--- config.mk ---
export PLATFORM = sky130hd
export DESIGN_NAME = http_byte_range_parser
export DESIGN_NICKNAME = d
export VERILOG_FILES = /design/src/rtl/hbrp_pkg.sv /design/src/rtl/hbrp_front.sv /design/src/rtl/hbrp_queue.sv /design/src/rtl/hbrp_back.sv /design/src/rtl/http_byte_range_parser.sv
export VERILOG_INCLUDE_DIRS = /design/src /design/src/rtl
export SDC_FILE = /design/constraint.sdc
export NUM_CORES = 2
export LEC_CHECK = 0
export ABC_AREA = 0
export BUFFER_PORTS_ARGS = -buffer_cell sky130_fd_sc_hd__buf_2
export CAP_MARGIN = 30
export CORE_UTILIZATION = 44
export CTS_BUF_LIST = sky130_fd_sc_hd__clkbuf_4
export DETAILED_ROUTE_END_ITERATION = 8
export GPL_ROUTABILITY_DRIVEN = 1
export PLACE_DENSITY = 0.58
export SLEW_MARGIN = 10
export SYNTH_ARGS = -nofsm -noshare
export SYNTH_HDL_FRONTEND = slang
export SYNTH_SLANG_ARGS = --single-unit
--- constraint.sdc ---
create_clock -name clk -period 12.02 [get_ports clk]
set_input_delay 0.601 -clock clk [delete_from_list [all_inputs] [get_ports clk]]
set_output_delay 0.601 -clock clk [all_outputs]
set_load 0.02 [all_outputs]
--- src/rtl/http_byte_range_parser_assert.svh ---
// Assertion macros for the HTTP byte-range parser.
`ifndef HTTP_BYTE_RANGE_PARSER_ASSERT_SVH
`define HTTP_BYTE_RANGE_PARSER_ASSERT_SVH
`ifndef SYNTHESIS
`define HBRP_ASSERT(label, ante, cons) \
	label: assert property (@(posedge clk) disable iff (!arst_n) (ante) |-> (cons)) \
		else $error("hbrp assertion failed");
`define HBRP_ASSERT_NEXT(label, ante, cons) \
	label: assert property (@(posedge clk) disable iff (!arst_n) (ante) |=> (cons)) \
		else $error("hbrp assertion failed");
`else
`define HBRP_ASSERT(label, ante, cons)
`define HBRP_ASSERT_NEXT(label, ante, cons)
`endif
`endif

--- src/rtl/hbrp_pkg.sv ---
// Shared types, codes and constants of the HTTP byte-range parser.
`default_nettype none
package hbrp_pkg;
	localparam int VALUE_W = 64;
	localparam logic [VALUE_W-1:0] VMASK = '1;
	localparam logic [VALUE_W-1:0] MAX_TEN = VMASK / 10;
	localparam logic [3:0] MAX_DIG = 4'(VMASK % 10);

	localparam int Q_DEPTH = 4;
	localparam int Q_AW = $clog2(Q_DEPTH);
	localparam int Q_CW = $clog2(Q_DEPTH + 1);

	localparam int CFG_IDX_W = 1;
	localparam logic [CFG_IDX_W-1:0] CFG_CONTENT_LENGTH = 1'b0;
	localparam logic [CFG_IDX_W-1:0] CFG_MAX_RANGES = 1'b1;
	localparam logic [7:0] MAX_RANGES_RST = 8'd100;

	localparam logic REQ_CHAR = 1'b0;
	localparam logic REQ_END = 1'b1;
	localparam logic KIND_RANGE = 1'b0;
	localparam logic KIND_STATUS = 1'b1;

	localparam logic [1:0] ERR_NONE = 2'd0;
	localparam logic [1:0] ERR_INVALID = 2'd1;
	localparam logic [1:0] ERR_UNSAT = 2'd2;

	localparam logic [1:0] ST_INVALID = 2'd0;
	localparam logic [1:0] ST_UNSAT = 2'd1;
	localparam logic [1:0] ST_SINGLE = 2'd2;
	localparam logic [1:0] ST_MULTI = 2'd3;

	localparam logic [7:0] CH_NUL = 8'h00;
	localparam logic [7:0] CH_SPACE = 8'h20;
	localparam logic [7:0] CH_COMMA = 8'h2c;
	localparam logic [7:0] CH_DASH = 8'h2d;
	localparam logic [7:0] CH_ZERO = 8'h30;
	localparam logic [7:0] CH_NINE = 8'h39;
	localparam logic [2:0] PREFIX_LAST = 3'd5;

	typedef struct packed {
		logic       req_type;
		logic [7:0] char_code;
	} req_t;

	typedef struct packed {
		logic        out_kind;
		logic [63:0] range_first;
		logic [63:0] range_limit;
		logic [1:0]  parse_status;
		logic        is_last;
	} rsp_t;

	typedef struct packed {
		logic               is_end;
		logic               do_close;
		logic               open_spec;
		logic               suffix;
		logic [1:0]         err;
		logic [VALUE_W-1:0] first;
		logic [VALUE_W-1:0] second;
	} cmd_t;

	typedef struct packed {
		logic                 we;
		logic [CFG_IDX_W-1:0] index;
		logic [63:0]          data;
	} cfg_wr_t;

	typedef struct packed {
		logic full;
		logic empty;
	} q_stat_t;

	function automatic logic [7:0] prefix_char(input logic [2:0] pos);
		logic [7:0] c;
		case (pos)
			3'd0: c = 8'h62;
			3'd1: c = 8'h79;
			3'd2: c = 8'h74;
			3'd3: c = 8'h65;
			3'd4: c = 8'h73;
			3'd5: c = 8'h3d;
			default: c = 8'hff;
		endcase
		return c;
	endfunction
endpackage
`default_nettype wire

--- src/rtl/hbrp_front.sv ---
// Front end: character scanner that turns header items into commands.
`default_nettype none
module hbrp_front import hbrp_pkg::*; (
	input  logic clk,
	input  logic arst_n,
	input  req_t req,
	input  logic req_fire,
	output cmd_t cmd,
	output logic cmd_push
);
	localparam logic [3:0] PH_PREFIX = 4'd0;
	localparam logic [3:0] PH_LEAD = 4'd1;
	localparam logic [3:0] PH_FIRST = 4'd2;
	localparam logic [3:0] PH_FIRST_WS = 4'd3;
	localparam logic [3:0] PH_AFTER_DASH = 4'd4;
	localparam logic [3:0] PH_NEED_SECOND = 4'd5;
	localparam logic [3:0] PH_SECOND = 4'd6;
	localparam logic [3:0] PH_SECOND_WS = 4'd7;
	localparam logic [3:0] PH_DONE = 4'd8;

	logic [3:0]         phase_q, phase_n;
	logic [2:0]         prefix_pos_q, prefix_pos_n;
	logic [VALUE_W-1:0] first_q, first_n;
	logic [VALUE_W-1:0] second_q, second_n;
	logic               suffix_q, suffix_n;
	logic               stop_q, stop_n;

	logic [7:0]         c;
	logic               is_dig;
	logic [3:0]         digit;
	logic               use_second;
	logic [VALUE_W-1:0] acc_sel;
	logic               acc_ovf;
	logic [VALUE_W-1:0] acc_next;
	logic               dig_add;
	logic               term_close;
	logic               active;

	assign c = req.char_code;
	assign is_dig = (c >= CH_ZERO) && (c <= CH_NINE);
	assign digit = is_dig ? 4'(c - CH_ZERO) : 4'd0;
	assign use_second = (phase_q == PH_AFTER_DASH) || (phase_q == PH_NEED_SECOND) ||
		(phase_q == PH_SECOND);
	assign acc_sel = use_second ? second_q : first_q;
	assign acc_ovf = (acc_sel > MAX_TEN) || ((acc_sel == MAX_TEN) && (digit > MAX_DIG));
	assign acc_next = (acc_sel << 3) + (acc_sel << 1) + VALUE_W'(digit);
	assign term_close = (phase_q == PH_AFTER_DASH) || (phase_q == PH_SECOND) ||
		(phase_q == PH_SECOND_WS);
	assign active = !stop_q && (phase_q != PH_DONE);

	always_comb begin
		phase_n = phase_q;
		prefix_pos_n = prefix_pos_q;
		first_n = first_q;
		second_n = second_q;
		suffix_n = suffix_q;
		stop_n = stop_q;
		dig_add = 1'b0;
		cmd = '0;
		cmd.first = first_q;
		cmd.second = second_q;
		cmd.suffix = suffix_q;
		cmd_push = 1'b0;
		if (req_fire) begin
			if (req.req_type == REQ_END) begin
				cmd.is_end = 1'b1;
				cmd_push = 1'b1;
				if (active) begin
					if (term_close) begin
						cmd.do_close = 1'b1;
						cmd.open_spec = (phase_q == PH_AFTER_DASH);
					end else begin
						cmd.err = ERR_INVALID;
					end
				end
				phase_n = PH_PREFIX;
				prefix_pos_n = '0;
				first_n = '0;
				second_n = '0;
				suffix_n = 1'b0;
				stop_n = 1'b0;
			end else if (active) begin
				if (phase_q == PH_PREFIX) begin
					if (c == prefix_char(prefix_pos_q)) begin
						prefix_pos_n = prefix_pos_q + 3'd1;
						if (prefix_pos_q == PREFIX_LAST) begin
							phase_n = PH_LEAD;
						end
					end else begin
						stop_n = 1'b1;
						cmd.err = ERR_INVALID;
						cmd_push = 1'b1;
					end
				end else if (c == CH_NUL) begin
					phase_n = PH_DONE;
					if (term_close) begin
						cmd.do_close = 1'b1;
						cmd.open_spec = (phase_q == PH_AFTER_DASH);
					end else begin
						stop_n = 1'b1;
						cmd.err = ERR_INVALID;
					end
					cmd_push = 1'b1;
				end else begin
					case (phase_q)
						PH_LEAD: begin
							if (c == CH_SPACE) begin
							end else if (c == CH_DASH) begin
								suffix_n = 1'b1;
								phase_n = PH_NEED_SECOND;
							end else if (is_dig) begin
								dig_add = 1'b1;
								phase_n = PH_FIRST;
							end else begin
								stop_n = 1'b1;
							end
						end
						PH_FIRST: begin
							if (is_dig) begin
								dig_add = 1'b1;
							end else if (c == CH_SPACE) begin
								phase_n = PH_FIRST_WS;
							end else if (c == CH_DASH) begin
								phase_n = PH_AFTER_DASH;
							end else begin
								stop_n = 1'b1;
							end
						end
						PH_FIRST_WS: begin
							if (c == CH_SPACE) begin
							end else if (c == CH_DASH) begin
								phase_n = PH_AFTER_DASH;
							end else begin
								stop_n = 1'b1;
							end
						end
						PH_AFTER_DASH: begin
							if (c == CH_SPACE) begin
							end else if (c == CH_COMMA) begin
								cmd.do_close = 1'b1;
								cmd.open_spec = 1'b1;
								cmd_push = 1'b1;
							end else if (is_dig) begin
								dig_add = 1'b1;
								phase_n = PH_SECOND;
							end else begin
								stop_n = 1'b1;
							end
						end
						PH_NEED_SECOND: begin
							if (is_dig) begin
								dig_add = 1'b1;
								phase_n = PH_SECOND;
							end else begin
								stop_n = 1'b1;
							end
						end
						PH_SECOND: begin
							if (is_dig) begin
								dig_add = 1'b1;
							end else if (c == CH_SPACE) begin
								phase_n = PH_SECOND_WS;
							end else if (c == CH_COMMA) begin
								cmd.do_close = 1'b1;
								cmd_push = 1'b1;
							end else begin
								stop_n = 1'b1;
							end
						end
						PH_SECOND_WS: begin
							if (c == CH_SPACE) begin
							end else if (c == CH_COMMA) begin
								cmd.do_close = 1'b1;
								cmd_push = 1'b1;
							end else begin
								stop_n = 1'b1;
							end
						end
						default: begin
							stop_n = 1'b1;
						end
					endcase
					if (stop_n) begin
						cmd.err = ERR_INVALID;
						cmd_push = 1'b1;
					end else if (cmd.do_close) begin
						phase_n = PH_LEAD;
						first_n = '0;
						second_n = '0;
						suffix_n = 1'b0;
					end else if (dig_add) begin
						if (acc_ovf) begin
							stop_n = 1'b1;
							cmd.err = ERR_UNSAT;
							cmd_push = 1'b1;
						end else if (use_second) begin
							second_n = acc_next;
						end else begin
							first_n = acc_next;
						end
					end
				end
			end
		end
	end

	always_ff @(posedge clk or negedge arst_n) begin
		if (!arst_n) begin
			phase_q <= PH_PREFIX;
			prefix_pos_q <= '0;
			first_q <= '0;
			second_q <= '0;
			suffix_q <= 1'b0;
			stop_q <= 1'b0;
		end else begin
			phase_q <= phase_n;
			prefix_pos_q <= prefix_pos_n;
			first_q <= first_n;
			second_q <= second_n;
			suffix_q <= suffix_n;
			stop_q <= stop_n;
		end
	end
endmodule
`default_nettype wire

--- src/rtl/hbrp_queue.sv ---
// Command queue between the scanner and the range unit.
`default_nettype none
module hbrp_queue import hbrp_pkg::*; (
	input  logic    clk,
	input  logic    arst_n,
	input  logic    push,
	input  cmd_t    din,
	input  logic    pop,
	output cmd_t    dout,
	output q_stat_t stat
);
	cmd_t            mem_q [Q_DEPTH];
	logic [Q_AW-1:0] wr_ptr_q;
	logic [Q_AW-1:0] rd_ptr_q;
	logic [Q_CW-1:0] count_q;

	assign dout = mem_q[rd_ptr_q];
	assign stat.full = (count_q == Q_CW'(Q_DEPTH));
	assign stat.empty = (count_q == '0);

	always_ff @(posedge clk) begin
		if (push) begin
			mem_q[wr_ptr_q] <= din;
		end
	end

	always_ff @(posedge clk or negedge arst_n) begin
		if (!arst_n) begin
			wr_ptr_q <= '0;
			rd_ptr_q <= '0;
			count_q <= '0;
		end else begin
			if (push) begin
				wr_ptr_q <= (wr_ptr_q == Q_AW'(Q_DEPTH - 1)) ? '0 : wr_ptr_q + 1'b1;
			end
			if (pop) begin
				rd_ptr_q <= (rd_ptr_q == Q_AW'(Q_DEPTH - 1)) ? '0 : rd_ptr_q + 1'b1;
			end
			if (push && !pop) begin
				count_q <= count_q + 1'b1;
			end else if (pop && !push) begin
				count_q <= count_q - 1'b1;
			end
		end
	end
endmodule
`default_nettype wire

--- src/rtl/hbrp_back.sv ---
// Back end: clips specs, keeps totals and counts, and builds result items.
`default_nettype none
module hbrp_back import hbrp_pkg::*; (
	input  logic    clk,
	input  logic    arst_n,
	input  cfg_wr_t cfg,
	input  cmd_t    head,
	input  q_stat_t q_stat,
	output logic    q_pop,
	output logic    rsp_valid,
	input  logic    rsp_ready,
	output rsp_t    rsp
);
	logic [VALUE_W-1:0] cl_q;
	logic [7:0]         max_ranges_q;

	logic               valid_s1;
	logic               end_s1, close_s1;
	logic [1:0]         err_s1;
	logic [VALUE_W-1:0] lo_s1, hi_s1;

	logic               valid_s2;
	logic               end_s2, close_s2, nonempty_s2;
	logic [1:0]         err_s2;
	logic [VALUE_W-1:0] lo_s2, hi_s2, len_s2;

	logic [VALUE_W-1:0] total_q;
	logic [7:0]         count_q;
	logic [1:0]         err_q;
	rsp_t               rsp_q;
	logic               rsp_valid_q;

	logic               sec_lt_cl;
	logic [VALUE_W-1:0] lo_c, hi_c;
	logic               out_free, range_out, status_now, fire, consume;
	logic               s2_load, s1_adv, s1_load;
	logic [VALUE_W:0]   sum_w;
	logic [1:0]         eff_err;
	logic [1:0]         status_c;

	assign sec_lt_cl = head.second < cl_q;

	always_comb begin
		lo_c = head.first;
		hi_c = cl_q;
		if (!head.open_spec) begin
			if (head.suffix) begin
				lo_c = sec_lt_cl ? cl_q - head.second : '0;
			end else if (sec_lt_cl) begin
				hi_c = head.second + 1'b1;
			end
		end
	end

	assign out_free = !rsp_valid_q || rsp_ready;
	assign range_out = valid_s2 && close_s2 && nonempty_s2 && (err_q == ERR_NONE);
	assign status_now = valid_s2 && end_s2 && !range_out;
	assign fire = valid_s2 && (out_free || !(range_out || status_now));
	assign consume = fire && !(range_out && end_s2);
	assign s2_load = !valid_s2 || consume;
	assign s1_adv = valid_s1 && s2_load;
	assign s1_load = !valid_s1 || s1_adv;
	assign q_pop = !q_stat.empty && s1_load;

	assign sum_w = {1'b0, total_q} + {1'b0, len_s2};
	assign eff_err = (err_q != ERR_NONE) ? err_q : err_s2;

	always_comb begin
		if (eff_err == ERR_UNSAT) begin
			status_c = ST_UNSAT;
		end else if (eff_err == ERR_INVALID) begin
			status_c = ST_INVALID;
		end else if ((count_q == 8'd0) || (total_q > cl_q)) begin
			status_c = ST_UNSAT;
		end else if (count_q == 8'd1) begin
			status_c = ST_SINGLE;
		end else begin
			status_c = ST_MULTI;
		end
	end

	always_ff @(posedge clk or negedge arst_n) begin
		if (!arst_n) begin
			cl_q <= '0;
			max_ranges_q <= MAX_RANGES_RST;
		end else if (cfg.we) begin
			case (cfg.index)
				CFG_CONTENT_LENGTH: cl_q <= cfg.data[VALUE_W-1:0];
				CFG_MAX_RANGES: max_ranges_q <= cfg.data[7:0];
				default: ;
			endcase
		end
	end

	always_ff @(posedge clk or negedge arst_n) begin
		if (!arst_n) begin
			valid_s1 <= 1'b0;
			valid_s2 <= 1'b0;
		end else begin
			if (s1_load) begin
				valid_s1 <= q_pop;
			end
			if (s2_load) begin
				valid_s2 <= valid_s1;
			end
		end
	end

	always_ff @(posedge clk) begin
		if (q_pop) begin
			end_s1 <= head.is_end;
			close_s1 <= head.do_close;
			err_s1 <= head.err;
			lo_s1 <= lo_c;
			hi_s1 <= hi_c;
		end
		if (s1_adv) begin
			end_s2 <= end_s1;
			close_s2 <= close_s1;
			err_s2 <= err_s1;
			lo_s2 <= lo_s1;
			hi_s2 <= hi_s1;
			nonempty_s2 <= lo_s1 < hi_s1;
			len_s2 <= hi_s1 - lo_s1;
		end else if (fire && range_out && end_s2) begin
			close_s2 <= 1'b0;
		end
	end

	always_ff @(posedge clk or negedge arst_n) begin
		if (!arst_n) begin
			total_q <= '0;
			count_q <= '0;
			err_q <= ERR_NONE;
			rsp_valid_q <= 1'b0;
		end else begin
			if (fire && range_out) begin
				if (sum_w[VALUE_W]) begin
					err_q <= ERR_UNSAT;
				end else begin
					total_q <= sum_w[VALUE_W-1:0];
					if (count_q >= max_ranges_q) begin
						err_q <= ERR_INVALID;
					end else begin
						count_q <= count_q + 8'd1;
					end
				end
			end else if (fire && status_now) begin
				total_q <= '0;
				count_q <= '0;
				err_q <= ERR_NONE;
			end else if (fire && (err_q == ERR_NONE) && (err_s2 != ERR_NONE)) begin
				err_q <= err_s2;
			end
			if (fire && (range_out || status_now)) begin
				rsp_valid_q <= 1'b1;
			end else if (rsp_ready) begin
				rsp_valid_q <= 1'b0;
			end
		end
	end

	always_ff @(posedge clk) begin
		if (fire && range_out) begin
			rsp_q.out_kind <= KIND_RANGE;
			rsp_q.range_first <= 64'(lo_s2);
			rsp_q.range_limit <= 64'(hi_s2);
			rsp_q.parse_status <= ST_INVALID;
			rsp_q.is_last <= 1'b0;
		end else if (fire && status_now) begin
			rsp_q.out_kind <= KIND_STATUS;
			rsp_q.range_first <= '0;
			rsp_q.range_limit <= '0;
			rsp_q.parse_status <= status_c;
			rsp_q.is_last <= 1'b1;
		end
	end

	assign rsp_valid = rsp_valid_q;
	assign rsp = rsp_q;
endmodule
`default_nettype wire

--- src/rtl/http_byte_range_parser.sv ---
// Top level of the HTTP byte-range header parser.
//
//  channel  | handshake             | payload
//  ---------+-----------------------+-------------------------------------
//  req      | req_valid/req_ready   | req_t: req_type, char_code
//  rsp      | rsp_valid/rsp_ready   | rsp_t: kind, first, limit, status, last
//  cfg      | cfg_we (no wait)      | cfg_index, cfg_data
//
// One character item per cycle while req_ready is high; the scanner is combinational.
// A result passes the command queue, stages s1 and s2 and the output register.
// An end item that closes a non-empty, error-free spec gives two results (range, then status).
// A 4-entry command queue sits between scanner and range unit; req_ready drops when it fills.
// Reset clears parse state and sets content_length to 0 and max_ranges to 100.
`default_nettype none
module http_byte_range_parser import hbrp_pkg::*; (
	input  logic                 clk,
	input  logic                 arst_n,
	input  logic                 req_valid,
	output logic                 req_ready,
	input  req_t                 req,
	output logic                 rsp_valid,
	input  logic                 rsp_ready,
	output rsp_t                 rsp,
	input  logic                 cfg_we,
	input  logic [CFG_IDX_W-1:0] cfg_index,
	input  logic [63:0]          cfg_data
);
`include "http_byte_range_parser_assert.svh"

	logic    req_fire;
	cmd_t    cmd;
	logic    cmd_push;
	cmd_t    head;
	logic    q_pop;
	q_stat_t q_stat;
	cfg_wr_t cfg;
	logic    rsp_is_range;

	assign req_ready = !q_stat.full;
	assign req_fire = req_valid && req_ready;
	assign cfg.we = cfg_we;
	assign cfg.index = cfg_index;
	assign cfg.data = cfg_data;
	assign rsp_is_range = rsp_valid && (rsp.out_kind == KIND_RANGE);

	hbrp_front u_front (
		.clk      (clk),
		.arst_n   (arst_n),
		.req      (req),
		.req_fire (req_fire),
		.cmd      (cmd),
		.cmd_push (cmd_push)
	);

	hbrp_queue u_queue (
		.clk    (clk),
		.arst_n (arst_n),
		.push   (cmd_push),
		.din    (cmd),
		.pop    (q_pop),
		.dout   (head),
		.stat   (q_stat)
	);

	hbrp_back u_back (
		.clk       (clk),
		.arst_n    (arst_n),
		.cfg       (cfg),
		.head      (head),
		.q_stat    (q_stat),
		.q_pop     (q_pop),
		.rsp_valid (rsp_valid),
		.rsp_ready (rsp_ready),
		.rsp       (rsp)
	);

	`HBRP_ASSERT(a_no_q_overflow, cmd_push, !q_stat.full)
	`HBRP_ASSERT_NEXT(a_push_fills_q, cmd_push, !q_stat.empty)
	`HBRP_ASSERT(a_range_nonempty, rsp_is_range, rsp.range_first < rsp.range_limit)
	`HBRP_ASSERT(a_status_is_last, rsp_valid, rsp.is_last == rsp.out_kind)
endmodule
`default_nettype wire

# Word-level counts from Yosys, hierarchy flattened
# Memory sizes are Yosys's and may differ from the RTL's.
# Index checks and enable logic that the tools add are counted.
# totals
register_bits	753
ramBits	536
inputBits	79
out_inout_bits	134
wordCells	342
mem_count	1
# op_classes
n_addsub	13
magnitude_cmp	8
n_eq_ne	36
n_mux	175
bitwise	1
reduce_logical	75
# mem_list
name	words	word_bits	rd	rd_clocked_by_memory_dff	write_ports	line_no	text
u_queue.mem_q	4	134	1	0	1	hbrp_queue.sv:12	cmd_t mem_q [Q_DEPTH];
# op_table
op	n
$mux 64	28
$mux 131	2
$lt 64x64->1	2
$sub 64x64->64	2
$mux 4	21
$mux 1	74
$add 64x64->65	1
$add 64x1->64 const B	1
$add 64x4->64	1
$add 64x64->64	1
$eq 64x61->1 const B	1
$gt 64x61->1 const B	1
$gt 64x64->1	1
$mux 8	8
$mux 2	29
$pmux 8 s6	1
$eq 8x6->1 const B	3
$pmux 4 s6	1
$logic_and 1x1->1	22
$mux 3	7
$reduce_bool 2->1	9
$eq 4x3->1 const B	4
$logic_not 8->1	2
$reduce_and 4->1	4
37 further kinds	82

# Logic depth before layout (Yosys ltp)
# depth
word_depth	23
depth_mapped	27
depth_no_buf	20

# Modules after synthesis
# From an unflattened synthesis, not the netlist that was laid out.
# unflattened
hier_cells	5852
hier_area_um2	68491.9
# by_module_without_submodules
module	instances	cells_per_inst	area_each_um2	seq_area_each_um2
hbrp_back	1	3689	36736.5	17515.5
hbrp_queue	1	737	19712.7	16270.6
hbrp_front	1	1424	12032.8	3428.3
http_byte_range_parser	1	2	10.0	0.0

# Least setup slack after synthesis
# No wires, ideal clock.
# synth_path
kind	flip-flop to flip-flop
from	reg u_front.phase_q[3]
to	mem u_queue.mem_q[0][0] (netlist name), enable pin
setup_ps	646
arrival_time_ps	8492
required_ps	11374
path_slack_ps	2883
stages_incl_launch_ff	16
path_buffers	3
period_less_slack_ps	9137
cell_sequence	dfrtp_1 > buf_2 > nand2b_4 > a21o_1 > buf_2 > buf_6 > or4_1 > o21ai_1 > nand2_1 > a21oi_2 > a222oi_1 > o21ai_1 > o31ai_4 > o211ai_1 > a21oi_2 > nor2b_1
# synth_between
elab_chain_cells	18
word_cells_on_any_way	49
classes_between	order compare: 1; eq/ne: 9; mux: 31; reduce/logical: 8
# synth_rtl
element	line_no	text
start: declaration	hbrp_front.sv:21	logic [3:0] phase_q, phase_n;
start signal: assignment	hbrp_front.sv:216	phase_q <= phase_n;
branches (longest 13 deep; another with $gt 64x61->1)	n/a	
$mux 1 (*)	hbrp_front.sv:82	end else if (active) begin
$mux 1 (*)	hbrp_front.sv:65	if (req.req_type == REQ_END) begin
$mux 1 (*)	hbrp_front.sv:64	if (req_fire) begin
$mux 1 (*)	hbrp_queue.sv:22	if (push) begin
$mux 1 (implied by the code) (*)	hbrp_queue.sv:23	mem_q[wr_ptr_q] <= din;
end: declaration	hbrp_queue.sv:12	
# Mark *: on every way between the ends. The select of a mux whose other input is x is not followed.

# Final worst setup path
# layout_path
from	reg u_queue.rd_ptr_q[1]
to	reg u_back.hi_s1[37], data pin
# layout_between
elab_chain_cells	5
word_cells_on_any_way	6
classes_between	add/sub: 1; order compare: 1; mux: 3; memory: 1
# layout_rtl
element	line_no	text
start: declaration	hbrp_queue.sv:14	logic [Q_AW-1:0] rd_ptr_q;
start signal: assignment	hbrp_queue.sv:37	rd_ptr_q <= (rd_ptr_q == Q_AW'(Q_DEPTH - 1)) ? '0 : rd_ptr_q + 1'b1;
$mem_v2 4x134 (*)	n/a	
$add 64x1->64 or $lt 64x64->1 (tied branches)	hbrp_back.sv:50, hbrp_back.sv:41	
$mux 64	hbrp_back.sv:49	end else if (sec_lt_cl) begin
$mux 64	hbrp_back.sv:47	if (head.suffix) begin
$mux 64 (*)	hbrp_back.sv:46	if (!head.open_spec) begin
named net u_back.hi_c[37]	hbrp_back.sv:34	logic [VALUE_W-1:0] lo_c, hi_c;
end signal: assignment	hbrp_back.sv:115	hi_s1 <= hi_c;
end: declaration	hbrp_back.sv:20	logic [VALUE_W-1:0] lo_s1, hi_s1;
# The timed path passes the listed nets; every way through them passes the cells marked *.
# A chain may end at the register's enable or synchronous reset.

==> flow_summary.toml <==
[outcome]
run_status = "completed"

[place]
place_congestion = 0.920
placed_area_um2 = 70200
port_buffers = 212
dp_hpwl_mm = 133
place_inst = 7793
dp_slack_ns = 4.99

[floorplanning]
start_util_pct = 44.3
rows = 143
core_region_area_um2 = 152000
pin_count = 213
dieArea_um2 = 154000
fp.dieH_um = 393
die_w_um = 393

[timing]
rsz0062_at_grt = "false"
fin_ws_ns = 4.95
fin_skew_ns = 0.0660
slew_headroom_pct = 21.1
finalCritPeriodShare_pct = 58.8
worst_pin_slew_ns = 1.18
period_needed_ns = 7.07
fmax_mhz = 141
whs_ns = 0.137
tns_ns = 0
drv_slew = 0
setup_viol = 0
final-hold-violation-count = 0

[job]
cap_violations = 0

[clock_network]
cts_tree = "built"
clock-root-buffer = "clkbuf_4"
cts_max_level = 5
cts.sinks = 1289
cts-buffers-inserted = 349
cts_resized = 0
cts.clk_slew.worst_paths_ns = 0.07
post_cts_buffers = 0
cts_buffer_depth = 4
worstSkewPairLatency_ns = 1.30
holdBufCountCts = 98

[logic_synthesis]
syn_area_um2 = 67200
yosysSeqAreaShare_pct = 55.4
synth_edf_count = 993
ys_seq_elements = 1289
ys_warn_count = 0
synth_async_sr_flop_share_pct = 22.7
ys.flop_type = "edfxtp_1"
syn_nets = 6239
synth_area_per_cell_um2 = 11.7
synthCells = 5753
ys_types = 103

[worst_setup_path]
required_ns = 13.03
rrSetupSlack_ns = 4.95
r2r-end = "u_back.hi_s1[37]"
startpoint_type = "register"
critical_path_class = "reg -> reg"
r2r_cells = 17
crit_path_max_fanout = 77
crit_path_end_kind = "register"
worstReg2RegStart = "u_queue.rd_ptr_q[1]"
crit_arrival_ns = 8.08

[global_routing]
grt_pass1_wl_mm = 278
grt_pass1_vias = 46200
antenna_found_initial = 7
grt_util_all_layers_pct = 23.8
gr-total-overflow = 0
grt_max_degree = 136

[finish]
stdcell_area_um2 = 75700
areaGrowthSynthToFinish_pct = 12.7
drive_gt1_share_pct = 16.8
final_util_pct = 49.9
finalNetCount = 6702
fin_cells = 8529

[detailed_routing]
totalWireLength_mm = 184
antenna_left = 0
drtIter0Drc = 4327
wire_per_inst_um = 21.5
drt_first_pass_iters = 6
vias = 46900
drt-vias-per-instance = 5.50
drc_errors = 0

[power]
leakage_nw = 32.4
p_per_area_nw_per_um2 = 272
peakVddDrop_uv = 281
p_total_mw = 20.6

[hold_path]
min_to = "u_back.cl_q[9]"
worstHoldStart = "cfg_data[9]"
worstHoldPathCells = 4
min_path_type = "in -> reg"
[power breakdown]
group / leakage [nW] / switching, mW / internal [mW]
Clock: 2.64 / 1.79 / 2.05
Sequential: 13.7 / 0.829 / 6.87
Combinational: 16.0 / 5.71 / 3.35
Total: 32.4 / 8.33 / 12.3
[layout by cell type (no fill, tap or decap), types with 43 or more instances in the layout]
master         instances
dlygate4sd3_1         97
buf_4                 43
a21oi_2               43
clkinv_1              84
buf_2                211
nor3_1                67
o21a_1                45
mux4_2               125
nor2_1               286
nand3_1              141
ha_1                 402
nand2_1              766
clkbuf_4             510
mux2_2                43
a22o_1                44
o21ai_0              308
inv_1                274
nand4_1               88
o21ai_1               43
a21o_1               188
a21oi_1              311
o31ai_1               58
edfxtp_1             993
xor2_1               101
and3_1               164
dfrtp_1              288
xnor2_1              196
[kinds of logic after synthesis]
logic type | count (synthesis) | share of synthesized area [%]
fa+ha+maj | 407 | 7.64
xor+xnor | 297 | 3.87
buf+inv | 528 | 3.23
simple gates | 1742 | 12.1
compound gates | 1300 | 12.5
mux | 190 | 5.27
flops | 1289 | 55.4
[flip-flops by register name, indices dropped and copies added (netlist names), 2 cells and up]
name and cells:
u_back.max_ranges_q 8, u_back.lo_s2 64, u_back.err_s2 2, u_back.hi_s1 64, u_queue.count_q 3, u_back.cl_q 64
u_front.first_q 64, u_queue.rd_ptr_q 2, u_back.rsp 131, u_queue.mem_q 536, u_back.total_q 64, u_back.err_q 2
u_back.hi_s2 64, u_queue.wr_ptr_q 2, u_front.phase_q 4, u_back.err_s1 2, u_back.len_s2 64, u_front.prefix_pos_q 3
u_back.lo_s1 64, u_front.second_q 64, u_back.count_q 8
[metal layers]
layer,global-route usage [%],part of all wire [%],vias to the layer above
met1,36.4,49,22600
met5,0,0.0071,-
met2,34.1,42,1519
li1,-,-,22500
met3,4.04,6.1,261
met4,7.44,2.6,2
[critical path, stage by stage (launching register included)]
cell and delay [ns]:
dfrtp_4 0.72, buf_4 0.57, mux2_2 0.39, o21ai_0 0.40
ha_1 0.42, a21oi_1 0.32, and3_1 0.20, o21ai_0 0.15
a211oi_1 0.38, o221ai_1 0.22, a21oi_1 0.28, o21ai_4 0.14
a21oi_1 0.18, or3_1 0.12, buf_4 0.37, or3_4 0.63
buf_4 0.79, mux2_4 0.35
[cell usage after synthesis (all sizes together) (30+ instances only)]
master	n	area [um^2]
nand2b	41	264
nand4	88	551
nor2	291	1100
a21oi	355	1940
a21o	189	1420
a22o	44	385
o21bai	41	308
dfrtp	290	7260
o31ai	60	469
mux2	50	574
ha	402	5030
clkbuf	176	661
nand3	142	716
buf	76	473
nand2	769	2890
inv	276	1040
o21ai	353	1780
o21a	45	338
edfxtp	993	29800
mux4	125	2820
a31oi	35	231
and3	164	1030
xor2	101	885
xnor2	196	1720
nor4	30	215
nor2b	42	263
nor3	68	345
[how the worst max path moves through the flow]
stage / startpoint / to / cells past startpoint
6_report: u_queue.rd_ptr_q[1] / u_back.hi_s1[37] / 17
5_1_grt: u_queue.rd_ptr_q[1] / u_back.hi_s1[37] / 17
4_1_cts: u_queue.rd_ptr_q[0] / u_back.hi_s1[37] / 17
3_5_place_dp: u_queue.rd_ptr_q[0] / u_back.hi_s1[37] / 17
3_3_place_gp: u_queue.rd_ptr_q[0] / u_back.hi_s1[37] / 17
2_1_floorplan: u_front.phase_q[3] / u_queue.mem_q[0][0] / 15
[cell type report]
cell class                      count  area (um^2)
Clock inverter                    113          581
Clock buffer                      509         3820
Sequential cell                  1289        37200
Tap cell                         2030         2540
Antenna cell                       12         30.0
Inverter                          276         1040
Fill cell                       13800        76000
Timing Repair Buffer              364         2600
Multi-Input combinational cell   3936        27900
Power figures use the tool's default switching activity.
